==> config.mk <==
export PLATFORM = sky130hd
export DESIGN_NAME = same_popcount_mask_enumerator
export DESIGN_NICKNAME = d
export VERILOG_FILES = /design/src/hw/rtl/spme_pkg.sv /design/src/hw/rtl/spme_ctrl.sv /design/src/hw/rtl/spme_dp.sv /design/src/hw/rtl/same_popcount_mask_enumerator.sv
export SDC_FILE = /design/constraint.sdc
export NUM_CORES = 2
export LEC_CHECK = 0
export ABC_AREA = 1
export BUFFER_PORTS_ARGS = -buffer_cell sky130_fd_sc_hd__buf_2
export CAP_MARGIN = 20
export CORE_ASPECT_RATIO = 0.75
export CORE_MARGIN = 5
export CORE_UTILIZATION = 45
export DETAILED_ROUTE_END_ITERATION = 8
export GPL_ROUTABILITY_DRIVEN = 0
export PLACE_DENSITY = 0.59
export SKIP_LAST_GASP = 1
export SLEW_MARGIN = 10
export SYNTH_ARGS = -nofsm -noshare
export SYNTH_HDL_FRONTEND = slang
export SYNTH_HIERARCHICAL = 1
export SYNTH_SLANG_ARGS = --single-unit
==> constraint.sdc <==
create_clock -name aclk -period 10.2 [get_ports aclk]
set_input_delay 0.51 -clock aclk [delete_from_list [all_inputs] [get_ports aclk]]
set_output_delay 0.51 -clock aclk [all_outputs]
set_load 0.02 [all_outputs]
==> src/hw/rtl/spme_pkg.sv <==
// ----------------------------------------------------------------------------
// spme_pkg
// Types and constants of the same-popcount mask enumerator.
// ----------------------------------------------------------------------------
package spme_pkg;

    localparam int SKIP_W     = 6;
    localparam int MAXB_W     = 5;
    localparam int STRIDE_W   = 7;
    localparam int OFFS_W     = 6;
    localparam int STEP_W     = 7;
    localparam int CFG_IDX_W  = 2;
    localparam int CFG_DATA_W = 7;
    localparam int IN_TDATA_W = 8;

    typedef enum logic [CFG_IDX_W-1:0] {
        REG_SKIP_LOW_BITS = 2'd0,
        REG_MAX_MASK_BITS = 2'd1,
        REG_STRIDE        = 2'd2,
        REG_FIRST_OFFSET  = 2'd3
    } cfg_reg_t;

    localparam logic [SKIP_W-1:0]   SKIP_RST   = 6'd6;
    localparam logic [MAXB_W-1:0]   MAXB_RST   = 5'd8;
    localparam logic [STRIDE_W-1:0] STRIDE_RST = 7'd1;
    localparam logic [OFFS_W-1:0]   OFFS_RST   = 6'd0;

    typedef enum logic [3:0] {
        ST_IDLE,
        ST_LOAD,
        ST_COUNT,
        ST_SUM,
        ST_CHECK,
        ST_RIPPLE,
        ST_FILL,
        ST_ADVANCE,
        ST_STORE
    } state_t;

    typedef struct packed {
        logic load;
        logic use_start;
        logic count;
        logic sum;
        logic ripple;
        logic fill;
        logic advance;
        logic store;
        logic zero;
    } dp_cmd_t;

    typedef struct packed {
        logic x_zero;
        logic no_usable;
    } dp_sts_t;

endpackage

==> src/hw/rtl/spme_ctrl.sv <==
// ----------------------------------------------------------------------------
// spme_ctrl
// Sequencer of the mask enumerator: request handshake, step count,
// started / exhausted flags and the output valid register.
// ----------------------------------------------------------------------------
module spme_ctrl (
    input  logic                            aclk,
    input  logic                            aresetn,
    input  logic                            s_tvalid,
    output logic                            s_tready,
    input  logic                            restart,
    output logic                            m_tvalid,
    input  logic                            m_tready,
    output logic                            m_done,
    input  logic [spme_pkg::OFFS_W-1:0]     first_offset,
    input  logic [spme_pkg::STRIDE_W-1:0]   stride,
    output spme_pkg::dp_cmd_t               cmd,
    input  spme_pkg::dp_sts_t               sts
);

    spme_pkg::state_t               state_reg, state_next;
    logic                           started_reg, started_next;
    logic                           exhausted_reg, exhausted_next;
    logic                           use_start_reg, use_start_next;
    logic                           zero_reg, zero_next;
    logic                           m_tvalid_reg, m_tvalid_next;
    logic                           done_reg, done_next;
    logic [spme_pkg::STEP_W-1:0]    cnt_reg, cnt_next;
    logic                           started_eff;
    logic                           exhausted_eff;
    logic                           out_free;
    logic                           result_zero;

    always_ff @(posedge aclk) begin
        if (!aresetn) begin
            state_reg     <= spme_pkg::ST_IDLE;
            started_reg   <= 1'b0;
            exhausted_reg <= 1'b0;
            use_start_reg <= 1'b0;
            zero_reg      <= 1'b0;
            m_tvalid_reg  <= 1'b0;
            done_reg      <= 1'b0;
            cnt_reg       <= '0;
        end else begin
            state_reg     <= state_next;
            started_reg   <= started_next;
            exhausted_reg <= exhausted_next;
            use_start_reg <= use_start_next;
            zero_reg      <= zero_next;
            m_tvalid_reg  <= m_tvalid_next;
            done_reg      <= done_next;
            cnt_reg       <= cnt_next;
        end
    end

    assign out_free    = !m_tvalid_reg || m_tready;
    assign result_zero = zero_reg || sts.x_zero;

    always_comb begin
        state_next     = state_reg;
        started_next   = started_reg;
        exhausted_next = exhausted_reg;
        use_start_next = use_start_reg;
        zero_next      = zero_reg;
        done_next      = done_reg;
        cnt_next       = cnt_reg;
        m_tvalid_next  = m_tvalid_reg && !m_tready;
        cmd            = '0;
        // no request word is taken while reset is held
        s_tready       = (state_reg == spme_pkg::ST_IDLE) && aresetn;
        started_eff    = started_reg && !restart;
        exhausted_eff  = exhausted_reg && !restart;

        case (state_reg)
            spme_pkg::ST_IDLE: begin
                if (s_tvalid) begin
                    if (!started_eff) begin
                        // first request: start mask, first_offset + 1 steps
                        started_next   = 1'b1;
                        use_start_next = 1'b1;
                        cnt_next       = spme_pkg::STEP_W'(first_offset)
                                         + spme_pkg::STEP_W'(1);
                        exhausted_next = sts.no_usable;
                        zero_next      = sts.no_usable;
                        state_next     = sts.no_usable ? spme_pkg::ST_STORE
                                                       : spme_pkg::ST_LOAD;
                    end else begin
                        use_start_next = 1'b0;
                        cnt_next       = stride;
                        exhausted_next = exhausted_eff;
                        zero_next      = exhausted_eff;
                        state_next     = exhausted_eff ? spme_pkg::ST_STORE
                                                       : spme_pkg::ST_LOAD;
                    end
                end
            end
            spme_pkg::ST_LOAD: begin
                cmd.load      = 1'b1;
                cmd.use_start = use_start_reg;
                state_next    = spme_pkg::ST_COUNT;
            end
            spme_pkg::ST_COUNT: begin
                cmd.count  = 1'b1;
                state_next = spme_pkg::ST_SUM;
            end
            spme_pkg::ST_SUM: begin
                cmd.sum    = 1'b1;
                state_next = spme_pkg::ST_CHECK;
            end
            spme_pkg::ST_CHECK: begin
                if (cnt_reg == '0 || sts.x_zero) begin
                    state_next = spme_pkg::ST_STORE;
                end else begin
                    state_next = spme_pkg::ST_RIPPLE;
                end
            end
            spme_pkg::ST_RIPPLE: begin
                cmd.ripple = 1'b1;
                state_next = spme_pkg::ST_FILL;
            end
            spme_pkg::ST_FILL: begin
                cmd.fill   = 1'b1;
                state_next = spme_pkg::ST_ADVANCE;
            end
            spme_pkg::ST_ADVANCE: begin
                cmd.advance = 1'b1;
                cnt_next    = cnt_reg - spme_pkg::STEP_W'(1);
                state_next  = spme_pkg::ST_CHECK;
            end
            spme_pkg::ST_STORE: begin
                if (out_free) begin
                    cmd.store      = 1'b1;
                    cmd.zero       = result_zero;
                    m_tvalid_next  = 1'b1;
                    done_next      = result_zero;
                    exhausted_next = result_zero;
                    state_next     = spme_pkg::ST_IDLE;
                end
            end
            default: begin
                state_next = spme_pkg::ST_IDLE;
            end
        endcase
    end

    assign m_tvalid = m_tvalid_reg;
    assign m_done   = done_reg;

endmodule

==> src/hw/rtl/spme_dp.sv <==
// ----------------------------------------------------------------------------
// spme_dp
// Datapath of the mask enumerator: working mask, set-bit count, the
// next-combination step split into ripple, fill and advance, and the result register.
// ----------------------------------------------------------------------------
module spme_dp #(
    parameter int MASK_WIDTH = 64
) (
    input  logic                            aclk,
    input  spme_pkg::dp_cmd_t               cmd,
    output spme_pkg::dp_sts_t               sts,
    input  logic [spme_pkg::SKIP_W-1:0]     skip_low_bits,
    input  logic [spme_pkg::MAXB_W-1:0]     max_mask_bits,
    output logic [MASK_WIDTH-1:0]           mask_out
);

    localparam int KW     = $clog2(MASK_WIDTH + 2);
    localparam int IDX_W  = $clog2(MASK_WIDTH);
    localparam int LANES  = (MASK_WIDTH + 7) / 8;
    localparam int PAD_W  = LANES * 8;
    localparam int CMP_W  = 8;

    logic [MASK_WIDTH-1:0]  x_reg, x_next;
    logic [MASK_WIDTH-1:0]  cur_reg;
    logic [MASK_WIDTH-1:0]  out_reg;
    logic [MASK_WIDTH-1:0]  ripple_reg;
    logic                   carry_reg;
    logic [MASK_WIDTH-1:0]  fill_reg;
    logic [IDX_W-1:0]       low_idx_reg;
    logic [KW-1:0]          k_reg, k_next;
    logic [3:0]             lane_reg [LANES];

    logic [MASK_WIDTH-1:0]  lowest;
    logic [MASK_WIDTH:0]    ripple_sum;
    logic [IDX_W-1:0]       low_idx;
    logic [PAD_W-1:0]       x_pad;
    logic [KW-1:0]          k_sum;
    logic [MASK_WIDTH-1:0]  nx;
    logic [MASK_WIDTH-1:0]  usable_ones;
    logic                   over;
    logic [KW-1:0]          n_bits;
    logic [KW-1:0]          usable_cnt;
    logic [MASK_WIDTH-1:0]  shifted;

    function automatic logic [3:0] pop8(input logic [7:0] v);
        logic [3:0] c;
        c = '0;
        for (int i = 0; i < 8; i++) begin
            c = c + 4'(v[i]);
        end
        return c;
    endfunction

    function automatic logic [MASK_WIDTH-1:0] low_ones(input logic [KW-1:0] n);
        logic [MASK_WIDTH-1:0] r;
        if (int'(n) >= MASK_WIDTH) begin
            r = '1;
        end else begin
            r = (MASK_WIDTH'(1) << n) - MASK_WIDTH'(1);
        end
        return r;
    endfunction

    assign sts.x_zero    = (x_reg == '0);
    assign sts.no_usable = (int'(skip_low_bits) >= MASK_WIDTH);

    // lowest set bit and its position (one-hot to binary)
    assign lowest     = x_reg & (MASK_WIDTH'(0) - x_reg);
    assign ripple_sum = {1'b0, x_reg} + {1'b0, lowest};

    always_comb begin
        low_idx = '0;
        for (int i = 0; i < MASK_WIDTH; i++) begin
            if (lowest[i]) begin
                low_idx = low_idx | IDX_W'(i);
            end
        end
    end

    assign x_pad = PAD_W'(x_reg);

    always_comb begin
        k_sum = '0;
        for (int l = 0; l < LANES; l++) begin
            k_sum = k_sum + KW'(lane_reg[l]);
        end
    end

    // overflow test of the candidate against the usable width
    assign nx          = ripple_reg | fill_reg;
    assign usable_ones = {MASK_WIDTH{1'b1}} >> skip_low_bits;
    assign over        = carry_reg || ((nx & ~usable_ones) != '0);
    assign n_bits      = k_reg + KW'(1);
    assign usable_cnt  = KW'(MASK_WIDTH) - KW'(skip_low_bits);
    assign shifted     = x_reg << skip_low_bits;

    always_comb begin
        x_next = x_reg;
        k_next = k_reg;
        if (cmd.load) begin
            x_next = cmd.use_start ? MASK_WIDTH'(1) : (cur_reg >> skip_low_bits);
        end else if (cmd.sum) begin
            k_next = k_sum;
        end else if (cmd.advance) begin
            if (over) begin
                // restart one set bit wider, or end
                if (CMP_W'(n_bits) > CMP_W'(max_mask_bits) || n_bits > usable_cnt) begin
                    x_next = '0;
                end else begin
                    x_next = low_ones(n_bits);
                    k_next = n_bits;
                end
            end else begin
                x_next = nx;
            end
        end
    end

    always_ff @(posedge aclk) begin
        x_reg <= x_next;
        k_reg <= k_next;
        if (cmd.count) begin
            for (int l = 0; l < LANES; l++) begin
                lane_reg[l] <= pop8(x_pad[l*8 +: 8]);
            end
        end
        if (cmd.ripple) begin
            ripple_reg  <= ripple_sum[MASK_WIDTH-1:0];
            carry_reg   <= ripple_sum[MASK_WIDTH];
            low_idx_reg <= low_idx;
        end
        if (cmd.fill) begin
            // run length minus one, moved down to bit zero
            fill_reg <= ((x_reg ^ ripple_reg) >> 2) >> low_idx_reg;
        end
        if (cmd.store) begin
            cur_reg <= cmd.zero ? '0 : shifted;
            out_reg <= cmd.zero ? '0 : shifted;
        end
    end

    assign mask_out = out_reg;

endmodule

==> src/hw/rtl/same_popcount_mask_enumerator.sv <==
// Sequence: an accepted request word runs load, count, sum and check, then
// ripple, fill, advance and check once per step, then store; steps is
// first_offset+1 on the first request and stride afterwards, cut short once
// the enumeration ends; a request that finds it ended goes straight to store.
// Throughput: one request at a time; its steps run one after another on the
// shared step unit. The result register frees the input side meanwhile.
// Reset (aresetn low, synchronous): registers to 6/8/1/0, enumeration not started.
// same_popcount_mask_enumerator
// Walks bit masks above a number of skipped low bits in increasing order within
// each set-bit count, then one set bit wider up to max_mask_bits, one mask per
// request word.
module same_popcount_mask_enumerator #(
    parameter int MASK_WIDTH = 64
) (
    input  logic                                aclk,
    input  logic                                aresetn,
    // request channel
    input  logic                                s_tvalid,
    output logic                                s_tready,
    input  logic [spme_pkg::IN_TDATA_W-1:0]     s_tdata,    // [0] restart
    // result channel
    output logic                                m_tvalid,
    input  logic                                m_tready,
    output logic [((MASK_WIDTH+7)/8)*8-1:0]     m_tdata,    // mask
    output logic                                m_tuser,    // [0] done_res
    // register write channel
    input  logic                                cfg_valid,
    output logic                                cfg_ready,
    input  logic [spme_pkg::CFG_IDX_W-1:0]      cfg_index,
    input  logic [spme_pkg::CFG_DATA_W-1:0]     cfg_data
);

    localparam int TDATA_W = ((MASK_WIDTH + 7) / 8) * 8;

    logic [spme_pkg::SKIP_W-1:0]    skip_reg;
    logic [spme_pkg::MAXB_W-1:0]    maxb_reg;
    logic [spme_pkg::STRIDE_W-1:0]  stride_reg;
    logic [spme_pkg::OFFS_W-1:0]    offs_reg;
    spme_pkg::dp_cmd_t              cmd;
    spme_pkg::dp_sts_t              sts;
    logic [MASK_WIDTH-1:0]          mask_out;

    // register writes are dropped while reset is held
    assign cfg_ready = aresetn;

    always_ff @(posedge aclk) begin
        if (!aresetn) begin
            skip_reg   <= spme_pkg::SKIP_RST;
            maxb_reg   <= spme_pkg::MAXB_RST;
            stride_reg <= spme_pkg::STRIDE_RST;
            offs_reg   <= spme_pkg::OFFS_RST;
        end else if (cfg_valid) begin
            case (spme_pkg::cfg_reg_t'(cfg_index))
                spme_pkg::REG_SKIP_LOW_BITS: begin
                    skip_reg <= cfg_data[spme_pkg::SKIP_W-1:0];
                end
                spme_pkg::REG_MAX_MASK_BITS: begin
                    maxb_reg <= cfg_data[spme_pkg::MAXB_W-1:0];
                end
                spme_pkg::REG_STRIDE: begin
                    stride_reg <= cfg_data;
                end
                spme_pkg::REG_FIRST_OFFSET: begin
                    offs_reg <= cfg_data[spme_pkg::OFFS_W-1:0];
                end
                default: begin
                end
            endcase
        end
    end

    spme_ctrl u_ctrl (
        .aclk         (aclk),
        .aresetn      (aresetn),
        .s_tvalid     (s_tvalid),
        .s_tready     (s_tready),
        .restart      (s_tdata[0]),
        .m_tvalid     (m_tvalid),
        .m_tready     (m_tready),
        .m_done       (m_tuser),
        .first_offset (offs_reg),
        .stride       (stride_reg),
        .cmd          (cmd),
        .sts          (sts)
    );

    spme_dp #(
        .MASK_WIDTH (MASK_WIDTH)
    ) u_dp (
        .aclk          (aclk),
        .cmd           (cmd),
        .sts           (sts),
        .skip_low_bits (skip_reg),
        .max_mask_bits (maxb_reg),
        .mask_out      (mask_out)
    );

    assign m_tdata = TDATA_W'(mask_out);

endmodule

* Word-level counts from Yosys, hierarchy flattened
Memory sizes are Yosys's and may differ from the RTL's.
Index checks and enable logic that the tools add are counted.
** Storage, ports and cells
- Word-level logic and storage cells :: 332
- Bits in latches :: 0
- Memories kept :: 1
- Memory bits (writable) :: 32
- Memory bits (read-only) :: 0
- Register bits :: 311
** Operators by class
- Multiply operators :: 0
- Reductions and logical operators :: 40
- Equal/unequal tests :: 21
- $lt $le $gt $ge :: 3
- Muxes and demuxes :: 162
- Shift operators :: 5
- Divide/modulo/power cells :: 0
- Add/sub/neg operators :: 70
- Bitwise gates (word level) :: 6
** Memory list
- u_dp.lane_reg :: words 8, bits a word 4, read ports 8, clocked after Yosys merged registers in 0, wr ports 8, line spme_dp.sv:31 : logic [3:0] lane_reg [LANES];
** Operators with widths (number)
- $mux 64 :: 22
- $add 4x1->4 :: 48
- $mux 7 :: 24
- $and 64x64->64 :: 2
- $mux 5 :: 21
- $mux 4 :: 26
- $add 64x64->65 :: 1
- $logic_not 64->1 :: 1
- $not 64->64 :: 1
- $or 64x64->64 :: 1
- $reduce_bool 64->1 :: 1
- $shl 1x7->64 const A :: 1
- $shl 64x6->64 :: 1
- $shr 62x6->64 :: 1
- $shr 64x6->64 :: 1
- $shr 64x6->64 const A :: 1
- $sub 1x64->64 const A :: 1
- $sub 64x2->64 const B :: 1
- $xor 64x64->64 :: 1
- $mux 6 :: 10
- $add 7x4->7 :: 6
- $mux 3 :: 12
- $mux 1 :: 32
- $pmux 4 s8 :: 1
- other kinds (38) :: 90

* Logic depth before layout (Yosys ltp)
- Depth in word-level cells :: 59
- Depth in mapped cells :: 24

* Hierarchy
The synthesis kept the hierarchy.
** Modules (own cells, without submodules)
- spme_dp :: cells each 5601, area each 34588.2 µm², times used 1, sequential area each 8978.6 µm²
- spme_ctrl :: cells each 197, area each 1208.7 µm², times used 1, sequential area each 340.3 µm²
- same_popcount_mask_enumerator :: cells each 151, area each 1034.7 µm², times used 1, sequential area each 480.5 µm²

* Worst setup path before layout
OpenSTA, ideal clock, no wires.
- Path kind :: reg-to-reg
- From :: reg u_ctrl.state_reg[3]
- To :: reg u_dp.carry_reg (enable)
- Period minus slack after synthesis :: 3940 ps
- Arrival :: 3442 ps
- Library setup time :: 498 ps
- Slack :: 6260 ps
- Required time :: 9702 ps
- Stages on the path, launching flop included :: 4
- Path buffers :: 0
- Path through :: dfxtp_1 inv_2 nand2_4 nor2_1
** RTL lines
- from (decl) :: line spme_ctrl.sv:21 : spme_pkg::state_t state_reg, state_next;
- from (signal assigned) :: line spme_ctrl.sv:36 : state_reg <= spme_pkg::ST_IDLE;
- from (signal assigned) :: line spme_ctrl.sv:45 : state_reg <= state_next;
- to (signal assigned) :: line spme_dp.sv:129 : carry_reg <= ripple_sum[MASK_WIDTH];
- to (decl) :: line spme_dp.sv:27 : logic carry_reg;

==> metrics.txt <==
status=completed; Fin Setup TNS=0 ps; Nets=6000; via density per instance=6.10; Worst Reg-to-Reg Cells=19; Initial Utilization=a little under half; CTS tree=yes; most frequent cell after synthesis=nand2_1; placed insts=a little under 7000; post-route insts no fill=6953; H-tree levels=2; Final HPWL DP=between 100000 and 150000 um; critical path startpoint category=flop; number of synthesized flops with an enable pin=~300; VDD IR max=roughly 110 uV; Resize count post-CTS=0; CTS buffer count=39; Leak=18.4 nW; share of cells above drive strength 1=6.12%; Total Power=just over 5 mW; WL/cell=25.4 um; Tightest Pin Transition=1180 ps; Root Buffer=clkbuf_16; # DRC=0; post-route ant nets=0; Critical Setup Path Class=flop to flop; hold path depth=3; Total Wirelength=approximately 180000 um; I/O Pins=90; Vias=around 42000; Die X=340 um; Synth Instances=5949; Syn Nets=6093; crit path buf inv count=4; CTS Sinks=between 300 and 400; port bufs=82; GR Overflow Total=0; first-pass GRT wire length=247000 um; postcts setup bufs=0; Multi-input gate area=23400 um^2; initial antenna violation count=18; RSZ-0062 raised after global routing=false; minimum clock period=roughly 6200 ps; post-synth top area share=24.4%; post-synthesis sequential area ratio=26.6%; Fillers=around 8600; CTS Buffer Depth=3; Worst Skew=44.9 ps; CP Data Arrival Time=6460 ps; die height=258 um; largest net degree at the start of global routing=122; Tcrit/Tclk final=60.4%; Slew Limit Headroom=between 20% and 30%; CP Depth=19; DRT Pass-1 Iters=9; ys flop type=edfxtp_1; P per Cell Area=129 nW/um^2; Critical Path Max Stage Delay=880 ps; Setup Viol. Count Final=0; Max Cap Viol=0; Critical Path RT=10510 ps; Clk pin slew, worst setup/hold paths=60 ps; Synth area leaders=edfxtp_1 24%, nand2_1 21%, o21ai_0 8.8%; clk_lat worst skew=620 ps; Hold WC Path Type=input pin to flop; area grow syn2layout=6.63%; # rows=90; crit path cell chain=inv_1, ha_1, nand2_2, nor2_4, nand4_2, nor2_2, nand2_1, nor2_1, nand2_1, nor3b_1, nand2_1, nor4_2, nor2_1, inv_1, nand2_1, inv_1, nor2_1, inv_2, nor3_1; total core area=80900 um^2; Achievable Freq=162 MHz; warning count from the yosys run=6; Crit path max-delay family=simple AND/OR/NAND/NOR gates; final hold vios=0; Synth async-reset ratio=0%; PnR worst setup slack=approximately 4000 ps; FF+latch area=roughly 9800 um^2; Die Footprint=approximately 88000 um^2; Critical-path top delay cell=nor4_2; largest fanout on the critical path=28; vias in the first global route=36200; Max Slew Vio Count=0; FF+latch count, synth=340; most used cell along the critical path=nand2_1; GR Util All Layers=38.1%; Syn Area/Cell=roughly 6.2 um^2; commonest cells in the netlist=2028 x nand2_1, 676 x nor2_1, 649 x o21ai_0; Post-Place Setup Slack=4440 ps; Hold-fix buffers, CTS=0; drt initial violations=7484; Netlist cell types=67; CP endpoint kind=flop; Synth Cell Area=36800 um^2; post-synth top area cell=edfxtp_1
layout by cell type, fill, tap and decap left out, types with 19 or more instances in the layout:
cell type and n:
inv_2 19, o221ai_1 26, o22ai_1 62, mux2i_1 113, buf_2 82, a21oi_1 157, o21ai_0 649, dfxtp_1 35
inv_1 611, buf_4 62, nand2_1 2027, nand2_2 21, or2_2 32, nor2_1 672, nor2_2 32, nand3_1 310
fa_1 55, clkbuf_16 40, edfxtp_1 299, o211ai_1 39, xnor2_1 50, nor3_1 49, a31oi_1 24, ha_1 67
xor2_1 67, nand4_1 88
cell type report:
type,instances,area share (%)
Tap cell,1058,3.37
Inverter,639,6.12
Sequential cell,340,25.0
Antenna cell,8,0.0510
Clock inverter,26,0.857
Timing Repair Buffer,145,2.30
Multi-Input combinational cell,4691,59.7
Clock buffer,46,2.61
final timing paths:
check | start | endpoint | slack (ps)
worst min-delay path | cfg_data[6] | stride_reg[6] | 160
worst min register to register | maxb_reg[3] | maxb_reg[3] | 460
worst max register to register | u_dp/x_pad[0] | u_dp/mask_out[8] | 4040
worst max-delay path | u_dp/x_pad[0] | u_dp/mask_out[8] | 4040
cells by family (layout without fill, tap and decap cells):
kind of cell	after synthesis	count (layout)	share of synthesized area (%)
AND/OR/NAND/NOR	3287	3287	36.7
adder cells (fa/ha/maj)	122	122	5.27
buffers and inverters	918	856	9.82
other	1	9	0.0102
flip-flops	340	340	26.6
multiplexers	113	113	3.07
AO/OA/AOI/OAI	1051	1051	15.8
XOR/XNOR	117	117	2.78
power by group:
part | internal (mW) | leakage, nW | switching (mW) | total [mW]
logic | 0.508 | 14.7 | 1.27 | 1.78
clock network | 0.886 | 0.659 | 0.648 | 1.53
registers | 1.64 | 3.08 | 0.122 | 1.76
worst min-delay path: stages:
cell and delay [ps]:
buf_2 80, nor2_1 40, nor2_1 90
per-stage QoR:
stage	area (um^2)	hold slack [ps]	util, %
after floorplan	36800	429	-
after global placement	37900	445	46.8
after detailed placement	37900	445	46.8
after CTS	39200	123	48.5
after global routing	39300	166	48.6
final	39300	161	48.6
routing by layer:
layer  routed length (um)  up-vias  track usage, %
met5                  113        -               0
met4                 8220       14            14.3
met3                29900      568            16.1
met2                65700     3120            50.2
met1                72700    19500            54.8
li1                     -    19300               -
Power figures use the tool's default switching activity.
